## src/hdl/str_pkg.sv

```systemverilog
// ----------------------------------------------------------------------------
// str_pkg
// Types and constants shared by the trapezoidal stepper ramp.
// ----------------------------------------------------------------------------
package str_pkg;

  typedef struct packed {
    logic               operation;
    logic               relative_mode;
    logic signed [31:0] target;
  } str_in_t;

  typedef struct packed {
    logic [15:0]        reload_value;
    logic               step_toggle;
    logic [1:0]         motion_state;
    logic signed [31:0] position;
    logic               stop_event;
    logic               move_started;
  } str_out_t;

  localparam logic [1:0] ST_STOP  = 2'd0;
  localparam logic [1:0] ST_ACCEL = 2'd1;
  localparam logic [1:0] ST_RUN   = 2'd2;
  localparam logic [1:0] ST_DECEL = 2'd3;

  localparam logic [2:0] REG_ACCEL = 3'd0;
  localparam logic [2:0] REG_DECEL = 3'd1;
  localparam logic [2:0] REG_FIRST = 3'd2;
  localparam logic [2:0] REG_MIND  = 3'd3;
  localparam logic [2:0] REG_MAXS  = 3'd4;

  localparam logic [31:0] SINGLE_STEP_DELAY = 32'd1000;
  localparam logic [32:0] DECEL_MAG_MAX     = 33'h1_0000_0000 >> 1;

endpackage

```

## src/hdl/stepper_trapezoid_ramp.sv

```systemverilog
// ----------------------------------------------------------------------------
// stepper_trapezoid_ramp
// Trapezoidal speed ramp for one stepper motor with iterative divider.
// ----------------------------------------------------------------------------
// Flow: skip ticks, zero and single-step moves go straight to the result;
//   stop/run ticks pass through S_TICK; ramp ticks run one signed division;
//   moves run a shift-add multiply and a division, plus a second division when the capped ramp needs its own.
// Handshake: one item at a time; in_ready low from accept until the result
//   beat is taken.
// Reset (rst_n low, synchronous): state, configuration and ramp registers to defaults, motor stopped.
module stepper_trapezoid_ramp (
  input  logic                clk,
  input  logic                rst_n,
  input  logic                in_valid,
  output logic                in_ready,
  input  str_pkg::str_in_t    in_data,
  output logic                out_valid,
  input  logic                out_ready,
  output str_pkg::str_out_t   out_data,
  input  logic                cfg_valid,
  output logic                cfg_ready,
  input  logic [2:0]          cfg_index,
  input  logic [31:0]         cfg_data
);
  import str_pkg::*;

  typedef enum logic [3:0] {
    S_IDLE, S_TICK, S_PLAN, S_MUL, S_LIMDIV, S_LIM, S_MAGDIV, S_MAG,
    S_DIV, S_RECUR, S_OUT
  } state_t;

  state_t state_r;

  // configuration
  logic [15:0] accel_r, decel_r, first_r, mind_r;
  logic [23:0] maxs_r;

  // ramp state
  logic        phase_r, dir_r;
  logic [1:0]  run_r;
  logic [31:0] cnt_r, idx_r, dly_r, rem_r, last_r, dbeg_r, dsteps_r, pos_r;

  // item
  logic        op_r, stopev_r, started_r;
  logic [32:0] n_r;          // distance minus one
  logic [32:0] lim_r;

  // shared shift-add multiplier / restoring divider
  // dividend magnitude up to 49 bits, divisor up to 35 bits
  logic [48:0] quo_r;        // dividend shifting into quotient
  logic [49:0] part_r;       // partial remainder
  logic [34:0] dvs_r;
  logic [5:0]  cnt6_r;
  logic        qneg_r, rneg_r;
  logic [48:0] prod_r;
  logic [15:0] mplr_r;

  logic [49:0] trial;
  logic [49:0] shifted;
  assign shifted = {part_r[48:0], quo_r[48]};
  assign trial   = shifted - {15'd0, dvs_r};

  logic signed [33:0] num_s, den_s;
  always_comb begin
    num_s = {{2{dly_r[31]}}, dly_r} + {{2{dly_r[31]}}, dly_r}
          + {{2{rem_r[31]}}, rem_r};
    den_s = {idx_r[31], idx_r, 1'b0} + {idx_r[31], idx_r, 1'b0} + 34'sd1;
  end

  logic [32:0] sum16;
  assign sum16 = {17'd0, accel_r} + {17'd0, decel_r};

  assign cfg_ready = (state_r == S_IDLE);
  assign in_ready  = (state_r == S_IDLE) && !cfg_valid;
  assign out_valid = (state_r == S_OUT);

  always_comb begin
    out_data.reload_value = dly_r[15:0];
    out_data.step_toggle  = !op_r;
    out_data.motion_state = run_r;
    out_data.position     = pos_r;
    out_data.stop_event   = stopev_r;
    out_data.move_started = started_r;
  end

  // planning helpers
  logic signed [32:0] diff;
  logic [32:0] span;
  logic        pdir;
  always_comb begin
    if (in_data.relative_mode) begin
      diff = {in_data.target[31], in_data.target};
      pdir = !in_data.target[31];
    end else begin
      diff = {in_data.target[31], in_data.target} - {pos_r[31], pos_r};
      pdir = !($signed(pos_r) > in_data.target);
    end
    span = diff[32] ? -diff : diff;
  end

  logic [32:0] mag_sat;
  always_comb begin
    mag_sat = (quo_r[48:33] != 16'd0) ? DECEL_MAG_MAX : quo_r[32:0];
    if (mag_sat == 33'd0) mag_sat = 33'd1;
    if (mag_sat > DECEL_MAG_MAX) mag_sat = DECEL_MAG_MAX;
  end

  logic [32:0] lim1;
  assign lim1 = (quo_r[48:33] != 16'd0) ? 33'h1_FFFF_FFFF
              : ((quo_r[32:0] == 33'd0) ? 33'd1 : quo_r[32:0]);

  logic [23:0] maxs1;
  assign maxs1 = (maxs_r == 24'd0) ? 24'd1 : maxs_r;

  always_ff @(posedge clk) begin
    if (!rst_n) begin
      state_r <= S_IDLE;
      accel_r <= 16'd100; decel_r <= 16'd100; first_r <= 16'd10000;
      mind_r <= 16'd1000; maxs_r <= 24'd100;
      phase_r <= 1'b0; dir_r <= 1'b0; run_r <= ST_STOP;
      cnt_r <= '0; idx_r <= '0; dly_r <= '0; rem_r <= '0; last_r <= '0;
      dbeg_r <= '0; dsteps_r <= '0; pos_r <= '0;
    end else begin
      case (state_r)
        S_IDLE: begin
          if (cfg_valid) begin
            case (cfg_index)
              REG_ACCEL: accel_r <= cfg_data[15:0];
              REG_DECEL: decel_r <= cfg_data[15:0];
              REG_FIRST: first_r <= cfg_data[15:0];
              REG_MIND:  mind_r  <= cfg_data[15:0];
              REG_MAXS:  maxs_r  <= cfg_data[23:0];
              default: ;
            endcase
          end else if (in_valid) begin
            op_r <= in_data.operation;
            stopev_r <= 1'b0;
            started_r <= in_data.operation && (span != 33'd0);
            if (in_data.operation) begin
              if (span != 33'd0) begin
                dir_r <= pdir;
                n_r <= span - 33'd1;
                if (span == 33'd1) begin
                  idx_r <= 32'hFFFF_FFFF;
                  run_r <= ST_DECEL;
                  dly_r <= SINGLE_STEP_DELAY;
                  pos_r <= pdir ? pos_r - 32'd1 : pos_r + 32'd1;
                  state_r <= S_OUT;
                end else begin
                  state_r <= S_PLAN;
                end
              end else begin
                state_r <= S_OUT;
              end
            end else begin
              phase_r <= !phase_r;
              state_r <= phase_r ? S_TICK : S_OUT;
            end
          end
        end
        S_TICK: begin
          case (run_r)
            ST_STOP: begin
              cnt_r <= '0; rem_r <= '0; stopev_r <= 1'b1;
              state_r <= S_OUT;
            end
            ST_RUN: begin
              pos_r <= dir_r ? pos_r + 32'd1 : pos_r - 32'd1;
              cnt_r <= cnt_r + 32'd1;
              if (cnt_r + 32'd1 >= dbeg_r) begin
                idx_r <= dsteps_r; dly_r <= last_r; run_r <= ST_DECEL;
              end else begin
                dly_r <= {16'd0, mind_r};
              end
              state_r <= S_OUT;
            end
            default: begin
              pos_r <= dir_r ? pos_r + 32'd1 : pos_r - 32'd1;
              cnt_r <= cnt_r + 32'd1;
              idx_r <= idx_r + 32'd1;
              state_r <= S_DIV;
            end
          endcase
        end
        S_DIV: begin
          // load signed division (2d+rest)/(4n+1)
          quo_r  <= {15'd0, num_s[33] ? -num_s : num_s};
          part_r <= '0;
          dvs_r  <= {1'b0, den_s[33] ? -den_s : den_s};
          qneg_r <= num_s[33] ^ den_s[33];
          rneg_r <= num_s[33];
          cnt6_r <= 6'd49;
          state_r <= S_RECUR;
        end
        S_RECUR, S_LIMDIV, S_MAGDIV: begin
          if (cnt6_r != 6'd0) begin
            cnt6_r <= cnt6_r - 6'd1;
            if (!trial[49]) begin
              part_r <= trial; quo_r <= {quo_r[47:0], 1'b1};
            end else begin
              part_r <= shifted; quo_r <= {quo_r[47:0], 1'b0};
            end
          end else if (state_r == S_RECUR) begin
            logic [31:0] q32, r32, nd;
            q32 = qneg_r ? -quo_r[31:0] : quo_r[31:0];
            r32 = rneg_r ? -part_r[31:0] : part_r[31:0];
            nd  = dly_r - q32;
            if (run_r == ST_ACCEL) begin
              if (cnt_r >= dbeg_r) begin
                dly_r <= nd; rem_r <= r32;
                idx_r <= dsteps_r; run_r <= ST_DECEL;
              end else if ($signed(nd) <= $signed({16'd0, mind_r})) begin
                last_r <= nd; dly_r <= {16'd0, mind_r};
                rem_r <= '0; run_r <= ST_RUN;
              end else begin
                dly_r <= nd; rem_r <= r32;
              end
            end else begin
              dly_r <= nd; rem_r <= r32;
              if (!idx_r[31]) begin
                pos_r <= dir_r ? pos_r + 32'd1 : pos_r - 32'd1;
                run_r <= ST_STOP;
              end
            end
            state_r <= S_OUT;
          end else if (state_r == S_LIMDIV) begin
            lim_r <= lim1;
            state_r <= S_LIM;
          end else begin
            dsteps_r <= -mag_sat[31:0];
            dbeg_r <= n_r[31:0] - mag_sat[31:0];
            state_r <= S_MAG;
          end
        end
        S_PLAN: begin
          prod_r <= '0;
          quo_r  <= {16'd0, n_r};
          mplr_r <= decel_r;
          cnt6_r <= 6'd16;
          state_r <= S_MUL;
        end
        S_MUL: begin
          // shift-add multiply n * decel_rate
          if (cnt6_r != 6'd0) begin
            cnt6_r <= cnt6_r - 6'd1;
            if (mplr_r[0]) prod_r <= prod_r + quo_r;
            quo_r <= {quo_r[47:0], 1'b0};
            mplr_r <= {1'b0, mplr_r[15:1]};
          end else if (sum16 == 33'd0) begin
            // both rates zero: limit floors at one step
            lim_r <= 33'd1;
            state_r <= S_LIM;
          end else begin
            quo_r <= prod_r; part_r <= '0;
            dvs_r <= {2'd0, sum16};
            cnt6_r <= 6'd49;
            state_r <= S_LIMDIV;
          end
        end
        S_LIM: begin
          if (lim_r <= {9'd0, maxs1}) begin
            logic [32:0] m;
            m = n_r - lim_r;
            if (m == 33'd0) m = 33'd1;
            if (m > DECEL_MAG_MAX) m = DECEL_MAG_MAX;
            dsteps_r <= -m[31:0];
            dbeg_r <= n_r[31:0] - m[31:0];
            state_r <= S_MAG;
          end else if (decel_r == 16'd0) begin
            dsteps_r <= 32'h8000_0000;
            dbeg_r <= n_r[31:0] - 32'h8000_0000;
            state_r <= S_MAG;
          end else begin
            quo_r <= {25'd0, maxs1} * {33'd0, accel_r};
            part_r <= '0;
            dvs_r <= {19'd0, decel_r};
            cnt6_r <= 6'd49;
            state_r <= S_MAGDIV;
          end
        end
        S_MAG: begin
          if ({16'd0, first_r} <= {16'd0, mind_r}) begin
            dly_r <= {16'd0, mind_r}; run_r <= ST_RUN;
          end else begin
            dly_r <= {16'd0, first_r}; run_r <= ST_ACCEL;
          end
          idx_r <= '0;
          state_r <= S_OUT;
        end
        S_OUT: begin
          if (out_ready) state_r <= S_IDLE;
        end
        default: state_r <= S_IDLE;
      endcase
    end
  end

endmodule
```

## config.mk

```make
export PLATFORM = sky130hd
export DESIGN_NAME = stepper_trapezoid_ramp
export DESIGN_NICKNAME = d
export VERILOG_FILES = /design/src/hdl/str_pkg.sv /design/src/hdl/stepper_trapezoid_ramp.sv
export SDC_FILE = /design/constraint.sdc
export NUM_CORES = 2
export LEC_CHECK = 0
export BUFFER_PORTS_ARGS = -buffer_cell sky130_fd_sc_hd__buf_2
export CAP_MARGIN = 10
export CORE_MARGIN = 1
export CORE_UTILIZATION = 31
export CTS_CLUSTER_DIAMETER = 200
export DETAILED_ROUTE_END_ITERATION = 10
export SLEW_MARGIN = 20
export SYNTH_ARGS = -nofsm -noshare
export SYNTH_HDL_FRONTEND = slang
export SYNTH_SLANG_ARGS = --single-unit
export TNS_END_PERCENT = 1
```

## constraint.sdc

```tcl
create_clock -name clk -period 27.2 [get_ports clk]
set_clock_uncertainty 0.05 [all_clocks]
set_input_delay 5.44 -clock clk [delete_from_list [all_inputs] [get_ports clk]]
set_output_delay 5.44 -clock clk [all_outputs]
set_load 0.01 [all_outputs]
```

==> results.toml <==
[outcome]
status = "finished, final reports clean"

[route]
antenna_left = 0
drt_iter0_drc = 6195
wl_per_cell_um = 21.9
via_count = 61836
vias_per_cell = 5.66
finalWirelength_mm = 240
dr.pass1.iters = 7
drc = 0

[floorplan]
initial_core_util_pct = 31.2
dieArea_mm2 = 0.213
die_w_um = 462
die_y_um = 462
coreArea_mm2 = 0.210
core.rowCount = 168
io_pins = 130

[global_routing]
grt_max_degree = 92
grt_pass1_wl_mm = 361
antenna_found_initial = 18
grt_use_total_pct = 22.0
grt-ovfl-total = 0
grt_pass1_vias = 58722

[yosys]
synth_top_area_share_pct = 12.5
synth_area_leaders = "edfxtp_1 (13%), dfxtp_1 (11%), ha_1 (10%)"
synthFlopType = "dfxtp_1"
synth_area_mm2 = 0.0655
netlist_instances = 8130
async_reset_ff_share_pct = 0
yosys.area.top_type = "edfxtp_1"
syn-num-nets = 9052
synth_edf_count = 273
ys_ff_latch = 625
synth_cell_types = 105
yosysSeqAreaShare_pct = 23.3
yosysWarnings = 0
synth.avg_cell_area_um2 = 8.05

[clock_network]
cts_resized = 0
cts_tree = "done"
clockRootBuffer = "clkbuf_16"
cts_buffers = 79
post-cts-setup-buffers = 0
clkLatencyLatePin_ps = 730
h-tree-depth = 3
ctsHoldBuffers = 0
clk_path_buf_depth = 3
cts.clk_slew.worst_paths_ps = 60
clock-sinks = 625

[timing]
layout_min_cycle_time_ps = 11440
fmax_mhz = 87.4
fin_crit_sh_pct = 42.0
hold_viol_final = 0
slew_headroom_pct = 16.4
slew_violations = 0
rsz0062_at_grt = "false"
tns_ps = 0
worstMarginPinSlew_ps = 1250
setup_viol = 0

[placement]
portBuffers = 121
place.gp.congestion = 0.982
dp_hpwl_mm = 182
dpl_cell_area_mm2 = 0.0693

[pwr]
leakage_nw = 29.1
power_per_cell_area_mw_per_mm2 = 75.2
ir_worst_vdd_uv = 75.6

[setup_path]
worst-setup-path-type = "primary input to output pin"
critPathMaxFanout = 4
arrival_ps = 5950
end_kind = "output pin"
reg2reg_slack_ps = 17280
cpMaxStageDelayCell = "buf_2"
ff2ff_path_depth = 35
crit_path_start = "cfg_valid"
worstReg2RegEnd = "dbeg_r[30]"
worst_path_most_repeated_cell = "buf_2"
slowest_delay_ps = 280
worstReg2RegStart = "n_r[0]"
required_ps = 21710
start_kind = "primary input"
crit_chain = "buf_2, nor2_1, buf_2"

[hold_path]
min_path_type = "register to register"
hp-start = "dbeg_r[3]"
hold-path-endpoint = "dbeg_r[3]"
min_path_cells = 2

[cells_and_area]
fin_area_mm2 = 0.0720
nNetsFinal = 8979
syn2layout_area_growth_pct = 10.0
layout-drive-gt1-share_pct = 6.69

[run]
drv_cap = 0
critical path, delay by kind of cell:
family / cells / cell delay [ps]
buffers and inverters: 2 / 420
AND/OR/NAND/NOR: 1 / 80
cell type report:
| class | instances | area [µm²] |
|---|---|---|
| diodes | 6 | 15.0 |
| clock buffers | 106 | 2280 |
| well taps | 2805 | 3510 |
| inverters | 696 | 2620 |
| repair buffers | 289 | 1870 |
| fillers | 22009 | 138000 |
| clock inverters | 40 | 444 |
| flip-flops and latches | 625 | 15200 |
| multi-input cells | 6366 | 46000 |
worst max-delay path by stage:
stage,to,slack (ps),cells past startpoint
6_report,in_ready,15760,3
3_5_place_dp,run_r[0],15350,19
2_1_floorplan,n_r[0],14560,21
4_1_cts,in_ready,15680,3
5_1_grt,run_r[1],15610,19
3_3_place_gp,run_r[0],15540,20
cells in the final DEF (no fill, tap or decap), types with 24 or more instances in the layout:
cell       synthesis  final
nand2_1          983    982
inv_1            694    694
nor2_1           668    660
a21oi_1          541    540
ha_1             533    533
dfxtp_1          352    351
o21ai_0          335    332
fa_1             315    315
xnor2_1          288    288
edfxtp_1         273    273
and2_1           203    203
nor3_1           198    195
nand3_1          189    188
xor2_1           185    185
a21o_1           168    168
buf_4             18    166
buf_2             22    120
a211oi_1         110    109
mux2i_1           97     97
a31oi_1           87     87
or3_1             84     84
and3_1            84     84
nor2b_1           83     83
a22oi_1           83     83
clkbuf_16          0     82
o31ai_1           80     80
nand2b_1          76     76
o211ai_1          72     72
nand4_1           71     71
o21a_1            62     60
nor4_1            63     60
or4_1             51     51
o221ai_1          50     49
o21bai_1          48     48
a222oi_1          42     42
a311oi_1          37     36
or2_2             31     31
a221oi_1          29     29
o41ai_1           26     26
nor3b_1           25     24
cells by family (layout without fill, tap and decap cells):
| group | after synthesis | count (layout) | share of synthesized area [%] |
|---|---|---|---|
| AOI/OAI and AO/OA | 2045 | 2045 | 21.0 |
| xor gates and xnor gates | 473 | 473 | 6.33 |
| adders and majority gates | 849 | 849 | 19.8 |
| buffers and inverters | 1139 | 1131 | 6.70 |
| DFF | 625 | 625 | 23.3 |
| muxes | 109 | 109 | 1.69 |
| other | 0 | 6 | 0 |
| and+or+nand+nor | 2890 | 2890 | 21.1 |
cells in the mapped netlist, drive strengths merged, types with 50 or more instances:
master	instances
a211oi	111
a21o	168
a21oi	541
a22oi	84
a31oi	88
and2	204
and3	84
buf	72
clkbuf	371
dfxtp	352
edfxtp	273
fa	315
ha	533
inv	695
mux2i	97
nand2	983
nand2b	76
nand3	190
nand4	73
nor2	668
nor2b	83
nor3	200
nor4	67
o211ai	72
o21a	62
o21ai	348
o221ai	50
o31ai	81
or3	85
or4	51
xnor2	288
xor2	185
per-layer routing:
layer / GRT usage (%) / routed length (µm) / part of all wire, %
met1: 28.8 / 102000 / 42
met2: 35.1 / 107000 / 45
met4: 8.65 / 10400 / 4.3
met5: 0 / 137 / 0.057
met3: 4.38 / 20500 / 8.5
registers in the layout, indices dropped and copies added, names as in the netlist, 16 cells and up:
name / flops
first_r: 16
dly_r: 32
dvs_r: 33
dbeg_r: 32
idx_r: 32
cnt_r: 32
pos_r: 32
quo_r: 49
decel_r: 16
rem_r: 32
accel_r: 16
last_r: 32
part_r: 49
dsteps_r: 32
lim_r: 33
prod_r: 49
n_r: 33
mind_r: 16
maxs_r: 24
mplr_r: 16
metrics by stage:
stage | setup slack, ps | std cells | power [mW] | utilization (%) | hold slack [ps]
finish | 15760 | 10933 | 5.42 | 34.3 | 404
global route | 15610 | 10929 | 5.74 | 34.3 | 433
CTS | 15680 | 10924 | 5.37 | 34.3 | 405
detailed placement | 15350 | 10778 | 4.23 | 33.0 | 397
global placement | 15540 | 10778 | 4.18 | 33.0 | 394
floorplan | 14560 | 8130 | 3.31 | - | 382
power breakdown:
group          total, mW  switching [mW]  leakage (nW)  internal (mW)
registers           1.34           0.164          5.36           1.17
logic               2.96            1.96          22.4           1.01
clock network       1.12           0.468          1.32          0.650
Note: power is estimated with default switching activity, not from simulation.
